File: src/rtl/sdp_pkg.sv
// Shared types and constants for the SPH density / pressure block.
// Depends on nothing; used by sdp_mul and sph_density_pressure.
package sdp_pkg;

  localparam int FRAC_BITS_DEF = 16;

  // Multiplier operand and product widths
  localparam int MUL_W  = 32;
  localparam int PROD_W = 2 * MUL_W;

  // Field widths
  localparam int WORD_W  = 32;
  localparam int WIDE_W  = 40;
  localparam int GROUP_W = 16;

  // Configuration port
  localparam int CFG_INDEX_W = 3;
  localparam int CFG_DATA_W  = WIDE_W;

  typedef enum logic [CFG_INDEX_W-1:0] {
    CFG_SMOOTH_LEN     = 3'd0,
    CFG_INV_SMOOTH_LEN = 3'd1,
    CFG_KERNEL_SCALE   = 3'd2,
    CFG_STIFFNESS      = 3'd3,
    CFG_DEFAULT_REST   = 3'd4,
    CFG_GROUP_MASK     = 3'd5
  } cfg_reg_t;

  // Register values after reset
  localparam logic [WORD_W-1:0]  RST_SMOOTH_LEN     = 32'd65536;
  localparam logic [WORD_W-1:0]  RST_INV_SMOOTH_LEN = 32'd65536;
  localparam logic [WORD_W-1:0]  RST_KERNEL_SCALE   = 32'd136902;
  localparam logic [WORD_W-1:0]  RST_STIFFNESS      = 32'd65536;
  localparam logic [WIDE_W-1:0]  RST_DEFAULT_REST   = 40'd65536000;
  localparam logic [GROUP_W-1:0] RST_GROUP_MASK     = 16'hFFFF;

  // Sequencer states: each *_MUL state issues a product, the following
  // state consumes it from the multiplier's product register.
  typedef enum logic [3:0] {
    ST_IDLE,
    ST_Q,
    ST_SQ_MUL,
    ST_SQ,
    ST_CUBE_MUL,
    ST_CUBE,
    ST_SHAPE_MUL,
    ST_SHAPE,
    ST_W_MUL,
    ST_W,
    ST_LO_MUL,
    ST_LO,
    ST_HI_MUL,
    ST_HI,
    ST_ACC,
    ST_FINAL
  } state_t;

  // What the saturating 32x40 product currently feeds
  typedef enum logic [1:0] {
    PH_NEIGHBOR,
    PH_SELF,
    PH_PRESS,
    PH_OUT
  } phase_t;

endpackage

File: src/rtl/sdp_mul.sv
// Shared 32x32 unsigned multiplier with registered product and rounded view.
// Depends on sdp_pkg for operand and product widths.
module sdp_mul #(
  parameter int FRAC_BITS = sdp_pkg::FRAC_BITS_DEF
) (
  input  logic                        clk,
  input  logic [sdp_pkg::MUL_W-1:0]   a,
  input  logic [sdp_pkg::MUL_W-1:0]   b,
  output logic [sdp_pkg::PROD_W-1:0]  prod,
  output logic [sdp_pkg::PROD_W-1:0]  prod_rnd
);

  localparam logic [sdp_pkg::PROD_W:0] HALF = (sdp_pkg::PROD_W+1)'(1) << (FRAC_BITS - 1);

  logic [sdp_pkg::PROD_W:0] rnd_sum;
  logic [sdp_pkg::PROD_W:0] rnd_shift;

  always_ff @(posedge clk) begin
    prod <= a * b;
  end

  // round half up, then drop the fraction
  always_comb begin
    rnd_sum   = {1'b0, prod} + HALF;
    rnd_shift = rnd_sum >> FRAC_BITS;
    prod_rnd  = rnd_shift[sdp_pkg::PROD_W-1:0];
  end

endmodule

File: src/rtl/sph_density_pressure.sv
// Top level of the SPH density / pressure block (Lucy kernel, fixed point).
// Depends on sdp_pkg and the shared multiplier sdp_mul.
//
// Channel   Dir  Handshake             Payload
// item      in   item_valid/item_stall  one neighbor contact of the current particle
// result    out  result_valid/result_stall  density, pressure, rest density, skipped
// cfg       in   cfg_write             cfg_index selects the register, cfg_data the value
//
// A contact that contributes (valid, sphere, group hit, distance within h)
// makes seven passes through the single 32x32 multiplier, each an issue
// state and a consume state, plus the accumulate. A contact that adds nothing
// is taken in the idle state. The last item is followed by the self term (FINAL,
// LO/HI passes, ACC), another LO/HI pass for the pressure product when density
// exceeds rest, and the result load in ACC, which a skipped particle reaches from FINAL.
// Reset is synchronous and restores the registers to their defaults and
// clears the density sum. A new transaction is taken while a finished result
// still waits in the output register; the sequencer holds only when it must
// load a result and the register is full and stalled.
module sph_density_pressure #(
  parameter int FRAC_BITS = sdp_pkg::FRAC_BITS_DEF
) (
  input  logic                            clk,
  input  logic                            rst,
  // item channel
  input  logic                            item_valid,
  output logic                            item_stall,
  input  logic                            last_neighbor,
  input  logic                            contact_valid,
  input  logic [sdp_pkg::WORD_W-1:0]      neighbor_mass,
  input  logic [sdp_pkg::WORD_W-1:0]      neighbor_distance,
  input  logic [sdp_pkg::GROUP_W-1:0]     neighbor_groups,
  input  logic [sdp_pkg::WORD_W-1:0]      own_mass,
  input  logic [sdp_pkg::GROUP_W-1:0]     own_groups,
  input  logic                            own_is_sphere,
  input  logic [sdp_pkg::WIDE_W-1:0]      own_rest_density,
  input  logic                            rest_density_unset,
  // result channel
  output logic                            result_valid,
  input  logic                            result_stall,
  output logic [sdp_pkg::WIDE_W-1:0]      density,
  output logic [sdp_pkg::WIDE_W-1:0]      pressure,
  output logic [sdp_pkg::WIDE_W-1:0]      rest_density_used,
  output logic                            skipped,
  // configuration
  input  logic                            cfg_write,
  input  logic [sdp_pkg::CFG_INDEX_W-1:0] cfg_index,
  input  logic [sdp_pkg::CFG_DATA_W-1:0]  cfg_data
);

  localparam int W32 = sdp_pkg::WORD_W;
  localparam int W40 = sdp_pkg::WIDE_W;
  localparam int MW  = sdp_pkg::MUL_W;
  localparam int PW  = sdp_pkg::PROD_W;
  // q and 1-q never exceed 1.0
  localparam int QW  = FRAC_BITS + 1;
  // combined width of the two partial products of a 32x40 multiply
  localparam int CW  = MW + W40 + 1;

  localparam logic [QW-1:0]   ONE_Q   = QW'(1) << FRAC_BITS;
  localparam logic [QW+1:0]   ONE_E   = (QW+2)'(1) << FRAC_BITS;
  localparam logic [PW-1:0]   ONE_P   = PW'(1) << FRAC_BITS;
  localparam logic [CW-1:0]   HALF_C  = CW'(1) << (FRAC_BITS - 1);
  localparam logic [W40-1:0]  MAX40   = {W40{1'b1}};

  function automatic logic [W40-1:0] sat_add40(input logic [W40-1:0] x,
                                               input logic [W40-1:0] y);
    logic [W40:0] s;
    s = {1'b0, x} + {1'b0, y};
    return s[W40] ? MAX40 : s[W40-1:0];
  endfunction

  // configuration registers
  logic [W32-1:0]              smooth_len;
  logic [W32-1:0]              inv_smooth_len;
  logic [W32-1:0]              kernel_scale;
  logic [W32-1:0]              stiffness;
  logic [W40-1:0]              default_rest;
  logic [sdp_pkg::GROUP_W-1:0] group_mask;

  // sequencer
  sdp_pkg::state_t state, state_next;
  sdp_pkg::phase_t phase;

  // datapath
  logic [W40-1:0]              sum;
  logic                        last_r;
  logic [W32-1:0]              own_mass_r;
  logic [sdp_pkg::GROUP_W-1:0] own_groups_r;
  logic [W40-1:0]              rest_r;
  logic [QW-1:0]               q_r;
  logic [QW-1:0]               om_r;
  logic [W32-1:0]              tmp_r;
  logic [W32-1:0]              mula_r;
  logic [W40-1:0]              wk_r;
  logic [PW-1:0]               lo_r;
  logic [W40-1:0]              prod_r;
  logic [W40-1:0]              rho_r;
  logic [W40-1:0]              press_r;
  logic                        skip_r;

  // multiplier
  logic [MW-1:0] mul_a, mul_b;
  logic [PW-1:0] prod, prod_rnd;

  // combinational helpers
  logic           item_hits;
  logic           part_skip;
  logic           out_load;
  logic [QW-1:0]  q_clamp;
  logic [QW+1:0]  one_p3q;
  logic [CW-1:0]  comb_sum;
  logic [CW-1:0]  comb_shift;
  logic [W40-1:0] comb_sat;
  logic [W40-1:0] rho_sum;
  logic           rho_gt;

  sdp_mul #(
    .FRAC_BITS (FRAC_BITS)
  ) u_mul (
    .clk      (clk),
    .a        (mul_a),
    .b        (mul_b),
    .prod     (prod),
    .prod_rnd (prod_rnd)
  );

  always_comb begin
    // a contact inside the support of an accepted neighbor
    item_hits = contact_valid && own_is_sphere && ((neighbor_groups & group_mask) != '0)
                && (neighbor_distance <= smooth_len);
    part_skip = (group_mask != '0) && ((own_groups_r & group_mask) == '0);
    q_clamp   = (prod_rnd > ONE_P) ? ONE_Q : prod_rnd[QW-1:0];
    one_p3q   = ONE_E + {1'b0, q_r, 1'b0} + {2'b00, q_r};
    // low partial + high partial shifted up, rounded, saturated to 40 bits
    comb_sum   = {1'b0, prod[W40-1:0], {MW{1'b0}}} + {{(CW-PW){1'b0}}, lo_r} + HALF_C;
    comb_shift = comb_sum >> FRAC_BITS;
    comb_sat   = (comb_shift[CW-1:W40] != '0) ? MAX40 : comb_shift[W40-1:0];
    rho_sum    = sat_add40(sum, prod_r);
    rho_gt     = rho_sum > rest_r;
  end

  // next state
  always_comb begin
    state_next = state;
    case (state)
      sdp_pkg::ST_IDLE: begin
        if (item_valid) begin
          if (item_hits) begin
            state_next = sdp_pkg::ST_Q;
          end else if (last_neighbor) begin
            state_next = sdp_pkg::ST_FINAL;
          end
        end
      end
      sdp_pkg::ST_Q:         state_next = sdp_pkg::ST_SQ_MUL;
      sdp_pkg::ST_SQ_MUL:    state_next = sdp_pkg::ST_SQ;
      sdp_pkg::ST_SQ:        state_next = sdp_pkg::ST_CUBE_MUL;
      sdp_pkg::ST_CUBE_MUL:  state_next = sdp_pkg::ST_CUBE;
      sdp_pkg::ST_CUBE:      state_next = sdp_pkg::ST_SHAPE_MUL;
      sdp_pkg::ST_SHAPE_MUL: state_next = sdp_pkg::ST_SHAPE;
      sdp_pkg::ST_SHAPE:     state_next = sdp_pkg::ST_W_MUL;
      sdp_pkg::ST_W_MUL:     state_next = sdp_pkg::ST_W;
      sdp_pkg::ST_W:         state_next = sdp_pkg::ST_LO_MUL;
      sdp_pkg::ST_LO_MUL:    state_next = sdp_pkg::ST_LO;
      sdp_pkg::ST_LO:        state_next = sdp_pkg::ST_HI_MUL;
      sdp_pkg::ST_HI_MUL:    state_next = sdp_pkg::ST_HI;
      sdp_pkg::ST_HI:        state_next = sdp_pkg::ST_ACC;
      sdp_pkg::ST_ACC: begin
        case (phase)
          sdp_pkg::PH_NEIGHBOR: state_next = last_r ? sdp_pkg::ST_FINAL : sdp_pkg::ST_IDLE;
          sdp_pkg::PH_SELF: begin
            state_next = rho_gt ? sdp_pkg::ST_LO_MUL : sdp_pkg::ST_ACC;
          end
          sdp_pkg::PH_PRESS: state_next = sdp_pkg::ST_ACC;
          sdp_pkg::PH_OUT:   state_next = out_load ? sdp_pkg::ST_IDLE : sdp_pkg::ST_ACC;
          default:           state_next = sdp_pkg::ST_IDLE;
        endcase
      end
      sdp_pkg::ST_FINAL: state_next = part_skip ? sdp_pkg::ST_ACC : sdp_pkg::ST_LO_MUL;
      default:           state_next = sdp_pkg::ST_IDLE;
    endcase
  end

  // outputs of the sequencer: handshake and multiplier operand selection
  always_comb begin
    item_stall = (state != sdp_pkg::ST_IDLE);
    out_load   = (state == sdp_pkg::ST_ACC) && (phase == sdp_pkg::PH_OUT)
                 && (!result_valid || !result_stall);
    mul_a = '0;
    mul_b = '0;
    case (state)
      sdp_pkg::ST_IDLE: begin
        mul_a = neighbor_distance;
        mul_b = inv_smooth_len;
      end
      sdp_pkg::ST_SQ_MUL: begin
        mul_a = {{(MW-QW){1'b0}}, om_r};
        mul_b = {{(MW-QW){1'b0}}, om_r};
      end
      sdp_pkg::ST_CUBE_MUL: begin
        mul_a = tmp_r;
        mul_b = {{(MW-QW){1'b0}}, om_r};
      end
      sdp_pkg::ST_SHAPE_MUL: begin
        mul_a = {{(MW-QW-2){1'b0}}, one_p3q};
        mul_b = tmp_r;
      end
      sdp_pkg::ST_W_MUL: begin
        mul_a = kernel_scale;
        mul_b = tmp_r;
      end
      sdp_pkg::ST_LO_MUL: begin
        mul_a = mula_r;
        mul_b = wk_r[MW-1:0];
      end
      sdp_pkg::ST_HI_MUL: begin
        mul_a = mula_r;
        mul_b = {{(MW-(W40-MW)){1'b0}}, wk_r[W40-1:MW]};
      end
      default: begin
        mul_a = '0;
        mul_b = '0;
      end
    endcase
  end

  // control state, configuration and density sum
  always_ff @(posedge clk) begin
    if (rst) begin
      state          <= sdp_pkg::ST_IDLE;
      phase          <= sdp_pkg::PH_NEIGHBOR;
      sum            <= '0;
      result_valid   <= 1'b0;
      smooth_len     <= sdp_pkg::RST_SMOOTH_LEN;
      inv_smooth_len <= sdp_pkg::RST_INV_SMOOTH_LEN;
      kernel_scale   <= sdp_pkg::RST_KERNEL_SCALE;
      stiffness      <= sdp_pkg::RST_STIFFNESS;
      default_rest   <= sdp_pkg::RST_DEFAULT_REST;
      group_mask     <= sdp_pkg::RST_GROUP_MASK;
    end else begin
      state <= state_next;

      if (cfg_write) begin
        case (cfg_index)
          sdp_pkg::CFG_SMOOTH_LEN:     smooth_len     <= cfg_data[W32-1:0];
          sdp_pkg::CFG_INV_SMOOTH_LEN: inv_smooth_len <= cfg_data[W32-1:0];
          sdp_pkg::CFG_KERNEL_SCALE:   kernel_scale   <= cfg_data[W32-1:0];
          sdp_pkg::CFG_STIFFNESS:      stiffness      <= cfg_data[W32-1:0];
          sdp_pkg::CFG_DEFAULT_REST:   default_rest   <= cfg_data[W40-1:0];
          sdp_pkg::CFG_GROUP_MASK:     group_mask     <= cfg_data[sdp_pkg::GROUP_W-1:0];
          default: ;
        endcase
      end

      // hold the result while stalled, drop it once taken
      if (out_load) begin
        result_valid <= 1'b1;
      end else if (!result_stall) begin
        result_valid <= 1'b0;
      end

      case (state)
        sdp_pkg::ST_IDLE: begin
          if (item_valid) begin
            phase <= sdp_pkg::PH_NEIGHBOR;
          end
        end
        sdp_pkg::ST_ACC: begin
          case (phase)
            sdp_pkg::PH_NEIGHBOR: sum <= sat_add40(sum, prod_r);
            sdp_pkg::PH_SELF: begin
              sum   <= '0;
              phase <= rho_gt ? sdp_pkg::PH_PRESS : sdp_pkg::PH_OUT;
            end
            sdp_pkg::PH_PRESS: phase <= sdp_pkg::PH_OUT;
            default: ;
          endcase
        end
        sdp_pkg::ST_FINAL: begin
          if (part_skip) begin
            sum   <= '0;
            phase <= sdp_pkg::PH_OUT;
          end else begin
            phase <= sdp_pkg::PH_SELF;
          end
        end
        default: ;
      endcase
    end
  end

  // payload registers
  always_ff @(posedge clk) begin
    case (state)
      sdp_pkg::ST_IDLE: begin
        if (item_valid) begin
          last_r       <= last_neighbor;
          mula_r       <= neighbor_mass;
          own_mass_r   <= own_mass;
          own_groups_r <= own_groups;
          rest_r       <= rest_density_unset ? default_rest : own_rest_density;
        end
      end
      sdp_pkg::ST_Q: begin
        q_r  <= q_clamp;
        om_r <= ONE_Q - q_clamp;
      end
      sdp_pkg::ST_SQ,
      sdp_pkg::ST_CUBE,
      sdp_pkg::ST_SHAPE: tmp_r <= prod_rnd[W32-1:0];
      sdp_pkg::ST_W:     wk_r  <= prod_rnd[W40-1:0];
      sdp_pkg::ST_LO:    lo_r  <= prod;
      sdp_pkg::ST_HI:    prod_r <= comb_sat;
      sdp_pkg::ST_ACC: begin
        case (phase)
          sdp_pkg::PH_SELF: begin
            rho_r  <= rho_sum;
            skip_r <= 1'b0;
            if (rho_gt) begin
              mula_r <= stiffness;
              wk_r   <= rho_sum - rest_r;
            end else begin
              press_r <= '0;
            end
          end
          sdp_pkg::PH_PRESS: press_r <= prod_r;
          default: ;
        endcase
      end
      sdp_pkg::ST_FINAL: begin
        if (part_skip) begin
          rho_r   <= '0;
          press_r <= '0;
          skip_r  <= 1'b1;
        end else begin
          // self term: W(0) equals the kernel scale exactly
          mula_r <= own_mass_r;
          wk_r   <= {{(W40-W32){1'b0}}, kernel_scale};
        end
      end
      default: ;
    endcase

    if (out_load) begin
      density           <= rho_r;
      pressure          <= press_r;
      rest_density_used <= skip_r ? '0 : rest_r;
      skipped           <= skip_r;
    end
  end

  // a loaded result sends the sequencer back for the next transaction
  a_load_to_idle: assert property (@(posedge clk) disable iff (rst)
    out_load |=> (state == sdp_pkg::ST_IDLE))
    else $error("sequencer did not return to idle after loading a result");

  // the density sum is clear whenever a result is about to be loaded
  a_sum_cleared: assert property (@(posedge clk) disable iff (rst)
    out_load |-> (sum == '0))
    else $error("density sum not cleared at end of particle");

  // a skipped particle reports all-zero fields
  a_skip_zero: assert property (@(posedge clk) disable iff (rst)
    (result_valid && skipped) |->
      ((density == '0) && (pressure == '0) && (rest_density_used == '0)))
    else $error("skipped result carries nonzero fields");

  // pressure only when density exceeds rest density
  a_press_pos: assert property (@(posedge clk) disable iff (rst)
    (result_valid && !skipped && (pressure != '0)) |-> (density > rest_density_used))
    else $error("pressure reported with density at or below rest");

endmodule
File: config.mk
export PLATFORM = sky130hd
export DESIGN_NAME = sph_density_pressure
export DESIGN_NICKNAME = d
export VERILOG_FILES = /design/src/rtl/sdp_pkg.sv /design/src/rtl/sdp_mul.sv /design/src/rtl/sph_density_pressure.sv
export SDC_FILE = /design/constraint.sdc
export NUM_CORES = 2
export LEC_CHECK = 0
export BUFFER_PORTS_ARGS = -buffer_cell sky130_fd_sc_hd__buf_4
export CAP_MARGIN = 20
export CORE_MARGIN = 2
export CORE_UTILIZATION = 55
export CTS_BUF_LIST = sky130_fd_sc_hd__clkbuf_4
export CTS_CLUSTER_SIZE = 12
export DETAILED_ROUTE_END_ITERATION = 8
export GPL_TIMING_DRIVEN = 0
export HOLD_SLACK_MARGIN = 0.03
export PLACE_DENSITY = 0.73
export SYNTH_ARGS = -nofsm -noshare
export SYNTH_HDL_FRONTEND = slang
export SYNTH_HIERARCHICAL = 1
export SYNTH_SLANG_ARGS = --single-unit
File: constraint.sdc
create_clock -name clk -period 12.66 [get_ports clk]
set_input_delay 0.633 -clock clk [delete_from_list [all_inputs] [get_ports clk]]
set_output_delay 0.633 -clock clk [all_outputs]
set_load 0.01 [all_outputs]
Word level (Yosys, flattened, before mapping)
Cells that the tools add are included.
{ "totals": {"register_bits": 828, "in_bits": 220, "output_inout_bits": 123, "elab_cells": 155} }
{ "classes": {"addsub": 8, "mul": 1, "magnitude_cmp": 3, "n_eq_ne": 33, "mux": 41, "bitwise": 2, "n_reduce_logical": 38} }
{ "ops": {"columns": ["op", "n"], "rows": [
  ["one-hot mux 40 bit (2 select lines)", 5],
  ["two-way mux 40 bit", 8],
  ["one-hot mux 32 bit (6 select lines)", 1],
  ["one-hot mux 32 bit (5 select lines)", 1],
  ["two-way mux 32 bit", 4],
  ["one-hot mux 40 bit (3 select lines)", 1],
  ["one-hot mux 32 bit (3 select lines)", 1],
  ["adder 72 x 64 -> 73 bit", 1],
  ["adder 73 x 16 -> 73 bit, second input constant", 1],
  ["adder 64 x 16 -> 65 bit, second input constant", 1],
  ["multiplier 32 x 32 -> 64 bit", 1],
  ["one-hot mux 4 bit (16 select lines)", 1],
  ["> comparator 49 x 17 -> 1 bit, second input constant", 1],
  ["adder 40 x 40 -> 41 bit", 1],
  ["> comparator 40 bit", 1],
  ["subtractor 40 bit", 1],
  ["nonzero test 33 bit", 1],
  ["bitwise AND 16 bit", 2],
  ["== test 4 bit, second input constant", 8],
  ["<= comparator 32 bit", 1],
  ["nonzero test 16 bit", 2],
  ["two-way mux 4 bit", 5],
  ["adder 17 x 18 -> 19 bit, first input constant", 1],
  ["adder 19 x 17 -> 19 bit", 1],
  ["other kinds (37)", 75]
]} }

Logic depth before layout (Yosys ltp)
{ "depth": {"word_depth": 7, "depth_mapped": 43, "depth_no_buf": 41} }

Hierarchy
Netlist, hierarchy kept.
{ "modules_own_cells": {"columns": ["mod", "n_inst", "cells_each", "area_each_um2", "seq_area_each_um2"], "rows": [
  ["sph_density_pressure", 1, 3617, 36971.7, 20149.3],
  ["sdp_mul", 1, 3968, 35920.7, 1281.2]
]} }

Worst setup path after synthesis
No wires, ideal clock.
{ "synth_path": {"kind": "reg2reg", "startpoint": "register q_r[1]", "endpoint": "register u_mul/prod[62] (netlist bit)", "setup_ns": 0.072, "t_arrival_ns": 9.662, "required_time_ns": 12.588, "path_slack_ns": 2.925, "stages_incl_launch_ff": 41, "path_buffers": 2, "period_less_slack_ns": 9.735, "path_cell_list": "edfxtp_1 > ha_1 > ha_1 > inv_1 > fa_1 > nor2b_1 > o21ai_0 > a21oi_1 > o21ai_0 > a21boi_0 > o21ai_0 > a21oi_1 > o311ai_0 > a21boi_0 > mux2_2 > o21ai_0 > clkbuf_1 > and2_1 > (+5 left out) > inv_1 > fa_1 > fa_1 > fa_1 > inv_1 > fa_1 > inv_1 > ha_1 > and2_1 > buf_6 > nand4_2 > nor2_2 > a221oi_2 > a311oi_2 > o21ai_2 > o211ai_2 > a221oi_2 > xnor2_1"} }
{ "synth_between": {"elab_chain_len": 4} }
{ "synth_rtl": {"columns": ["element", "line_no", "rtl"], "rows": [
  ["start: declaration", "sph_density_pressure.sv:90", "logic [QW-1:0] q_r;"],
  ["start signal: assignment", "sph_density_pressure.sv:305", "q_r <= q_clamp;"],
  ["adder 17 x 18 -> 19 bit", "sph_density_pressure.sv:133", "one_p3q = ONE_E + {1'b0, q_r, 1'b0} + {2'b00, q_r};"],
  ["adder 19 x 17 -> 19 bit *", "sph_density_pressure.sv:133", null],
  ["one-hot mux 32 bit (6 select lines) *", "sph_density_pressure.sv:191", "case (state)"],
  ["net mul_a[16]", "sph_density_pressure.sv:102", "logic [MW-1:0] mul_a, mul_b;"],
  ["multiplier 32 x 32 -> 64 bit *", "sdp_mul.sv:19", "prod <= a * b;"],
  ["end signal: assignment", "sdp_mul.sv:19", null],
  ["end: declaration", "sdp_mul.sv:9", "output logic [sdp_pkg::PROD_W-1:0] prod,"]
]} }
The timed path passes the listed nets; every way through them passes the cells marked *.
A chain may end at the register's enable or synchronous reset.

Worst setup path after layout
{ "layout_path": {"startpoint": "register q_r[2]", "endpoint": "register u_mul/prod[55] (netlist bit)"} }
The elaborated chain is that of the path after synthesis.

==> reports/qor.json <==
{
  "sequential_area_share_after_synthesis_pct": 29.4,
  "ys_top_cells_by_area": "sky130_fd_sc_hd__fa_1, sky130_fd_sc_hd__edfxtp_1, sky130_fd_sc_hd__dfxtp_1",
  "post_synth_inst_count": 7585,
  "gp_routability_congestion": 1.06,
  "finalSetupTns_ns": 0,
  "drv_slew": 0,
  "vias_per_instance": 5.98,
  "dpl.hpwl_microns": 236000,
  "vias": 61757,
  "final.fill_count": 11155,
  "timing.critical_path.slowest_stage_cell": "sky130_fd_sc_hd__fa_1",
  "detail_route_antenna_nets": 0,
  "num_io_pins": 343,
  "postCtsSetupRepairBufs": 0,
  "cts_htree_levels": 4,
  "clk_latency_ns": 1.24,
  "finalHoldViolCount": 0,
  "cpLargestDelayFamily": "adder cells",
  "tritoncts": "built",
  "post_route_cells_drive_above_1_share_pct": 10.1,
  "drt-wirelength-per-cell_microns": 28.3,
  "tritoncts.num_buffers": 209,
  "clock-skew-final_ns": 0.143,
  "worstPathBufferInverterCount": 4,
  "postSynth.asyncResetShare_pct": 0,
  "regToRegStartpoint": "q_r[2]",
  "core-area_sq_um": 131000,
  "most-common-layout-cells": "sky130_fd_sc_hd__nand2_1, sky130_fd_sc_hd__inv_1, sky130_fd_sc_hd__fa_1, sky130_fd_sc_hd__and2_1, sky130_fd_sc_hd__edfxtp_1",
  "yosys_warnings": 6,
  "critical_path.reg2reg.endpoint": "u_mul/prod[55]",
  "min_period_over_period_pct": 95.5,
  "maximum_number_of_pins_on_one_net_before_global_route_repair": 58,
  "chipWidth_microns": 368,
  "final_period_minus_worst_setup_slack_ns": 12.09,
  "core_rows": 133,
  "max_cap_violations": 0,
  "fp.dieArea_sq_um": 135000,
  "post-synth-top-area-fraction_pct": 24.7,
  "critical_path.max_stage_delay_ns": 0.84,
  "finalWorstSetupSlack_ns": 0.569,
  "floorplan.initialDensity_pct": 55.4,
  "final_common_cell": "sky130_fd_sc_hd__nand2_1",
  "antenna_found_initial": 35,
  "hold_path_class": "in -> reg",
  "worst_ep_required_time_ns": 13.70,
  "routed_wl_microns": 292000,
  "unrepaired_setup_endpoints_after_global_routing": "false",
  "worstSetupStartpointType": "flip-flop",
  "total_grt_usage_pct": 43.1,
  "r2r.worst_path.cells": 37,
  "criticalPathCategory": "reg -> reg",
  "worstHoldPathCells": 2,
  "setup.reg_to_reg.worst_slack_ns": 0.57,
  "grt_remaining_overflow": 0,
  "critical_path.startpoint": "q_r[2]",
  "hold_start": "rest_density_unset",
  "dp_worst_setup_slack_ns": 0.601,
  "avgSynthCellArea_sq_um": 9.61,
  "cts.path.max_buffers": 3,
  "numClockSinks": 812,
  "drt-initial-drc-count": 7990,
  "slew_headroom_pct": 7.29,
  "net_count_of_the_finished_layout": 9934,
  "achievable-frequency_mhz": 82.7,
  "wire_length_of_the_first_global_routing_pass_microns": 417000,
  "synth_cell_types": 103,
  "drt_first_pass_iters": 9,
  "timing_worst_slew_pin_value_ns": 1.39,
  "area.growth.synth_to_final_pct": 14.0,
  "cp_common_cell": "sky130_fd_sc_hd__fa_1",
  "synth-main-ff-cell": "sky130_fd_sc_hd__edfxtp_1",
  "run_status": "completed",
  "cp_data_arrival_time_ns": 13.13,
  "end_kind": "flip-flop",
  "post_synth_edffs": 517,
  "drc_errors": 0,
  "timing.critical_path.fanout_max": 10,
  "mappedNetlistArea_sq_um": 72900,
  "grt_pass1_vias": 61483,
  "die_height_microns": 368,
  "yosys_reg_bits": 812,
  "worst_min_delay_path_endpoint": "rest_r[36]",
  "synth_top_cell_by_area": "sky130_fd_sc_hd__fa_1",
  "clk_pin_slew_ns": 0.07,
  "finalSetupViolCount": 0,
  "io_buffer_count": 338,
  "clk_root_buffer_cell": "sky130_fd_sc_hd__clkbuf_4"
}
[routing by layer]
metal	global-route usage [%]	share of wire, %	vias up	wire length, microns
met5	0	0.033	-	95
met4	24.5	6.6	14	19300
met3	14.2	13	841	38600
met2	63.5	43	3992	124000
met1	55.7	38	30630	109000
li1	-	-	26280	-
[worst max path at each step]
stage / end / cells past startpoint
final: u_mul/prod[55] / 37
after global routing: u_mul/prod[51] / 37
after CTS: u_mul/prod[51] / 37
after detailed placement: u_mul/prod[51] / 37
after global placement: u_mul/prod[51] / 41
after floorplan: u_mul/prod[62] / 40
[per-stage QoR]
stage | area (sq um) | std cells | hold WS [ns] | util, %
after floorplan | 72900 | 7599 | 0.400 | -
after global placement | 77700 | 9692 | 0.400 | 59.1
after detailed placement | 78300 | 9725 | 0.405 | 59.5
after CTS | 83000 | 10306 | 0.0318 | 63.1
after global routing | 83100 | 10323 | 0.0563 | 63.2
final | 83100 | 10332 | 0.107 | 63.2
[synth_stat cells (13+ instances only)]
cell,number
sky130_fd_sc_hd__a22oi_1,26
sky130_fd_sc_hd__o21ai_0,232
sky130_fd_sc_hd__inv_1,1104
sky130_fd_sc_hd__xnor2_1,152
sky130_fd_sc_hd__mux2_2,47
sky130_fd_sc_hd__nor2b_1,45
sky130_fd_sc_hd__o211ai_1,14
sky130_fd_sc_hd__fa_1,899
sky130_fd_sc_hd__ha_1,442
sky130_fd_sc_hd__edfxtp_1,517
sky130_fd_sc_hd__a222oi_1,53
sky130_fd_sc_hd__a221oi_1,14
sky130_fd_sc_hd__nand2_1,1146
sky130_fd_sc_hd__and2_1,683
sky130_fd_sc_hd__buf_2,13
sky130_fd_sc_hd__nand2b_1,24
sky130_fd_sc_hd__a31oi_1,23
sky130_fd_sc_hd__nor4_1,25
sky130_fd_sc_hd__a211o_1,25
sky130_fd_sc_hd__a21o_1,87
sky130_fd_sc_hd__buf_4,16
sky130_fd_sc_hd__mux2i_1,37
sky130_fd_sc_hd__or3_1,15
sky130_fd_sc_hd__clkbuf_1,355
sky130_fd_sc_hd__nor2_1,259
sky130_fd_sc_hd__nand3_1,82
sky130_fd_sc_hd__dfxtp_1,295
sky130_fd_sc_hd__a21oi_1,404
sky130_fd_sc_hd__a211oi_1,18
sky130_fd_sc_hd__nor3_1,53
sky130_fd_sc_hd__xor2_1,79
sky130_fd_sc_hd__nand4_1,57
sky130_fd_sc_hd__o21a_1,28
sky130_fd_sc_hd__a22o_1,20
sky130_fd_sc_hd__nand3b_1,19
sky130_fd_sc_hd__o21bai_1,45
sky130_fd_sc_hd__and3_1,52
[worst reg2reg max path: cells and delay by family (launching register included)]
family                     cells  cell delay (ns)
adders and majority gates     12             5.76
AOI/OAI and AO/OA             12             2.40
and+or+nand+nor                7             1.55
buffers and inverters          4             1.27
DFF                            1             0.50
muxes                          1             0.35
xor gates and xnor gates       1             0.16
[layout make-up]
class	count	area (sq um)	share of cell area (%)
inverter	1105	4150	4.99
antenna	21	52.6	0.0632
timing repair buffer	563	4910	5.90
buffer	399	1610	1.94
clock inverter	85	569	0.685
clock buffer	309	2320	2.79
tap	1755	2200	2.64
sequential	812	21400	25.8
multi-input combinational	5283	45900	55.2
[flip-flops by register name (all words and copies together) (netlist names), 40 cells and up]
| name | flops |
|---|---|
| wk_r | 40 |
| rho_r | 40 |
| rest_density_used | 40 |
| press_r | 40 |
| pressure | 40 |
| default_rest | 40 |
| prod_r | 40 |
| density | 40 |
| u_mul/prod | 64 |
| sum | 40 |
| rest_r | 40 |
| lo_r | 49 |
[what timing repair did]
item / in CTS / in global routing
setup endpoints to repair: 0 / 5
resized for setup: 0 / 5
hold endpoints to repair: 357 / 0
hold buffers: 187 / 0
[cells by family after synthesis]
| logic type | after synthesis | share of synthesized area [%] |
|---|---|---|
| other | 1 | 0.00514 |
| DFF | 812 | 29.4 |
| adders and majority gates | 1341 | 32.3 |
| and+or+nand+nor | 2508 | 16.7 |
| xor gates and xnor gates | 231 | 2.78 |
| buffers and inverters | 1504 | 7.90 |
| AOI/OAI and AO/OA | 1104 | 9.73 |
| muxes | 84 | 1.23 |
Power is left out: the tool's default activity adds up to more than one toggle a clock period on the data nets, which glitch-free logic cannot reach.
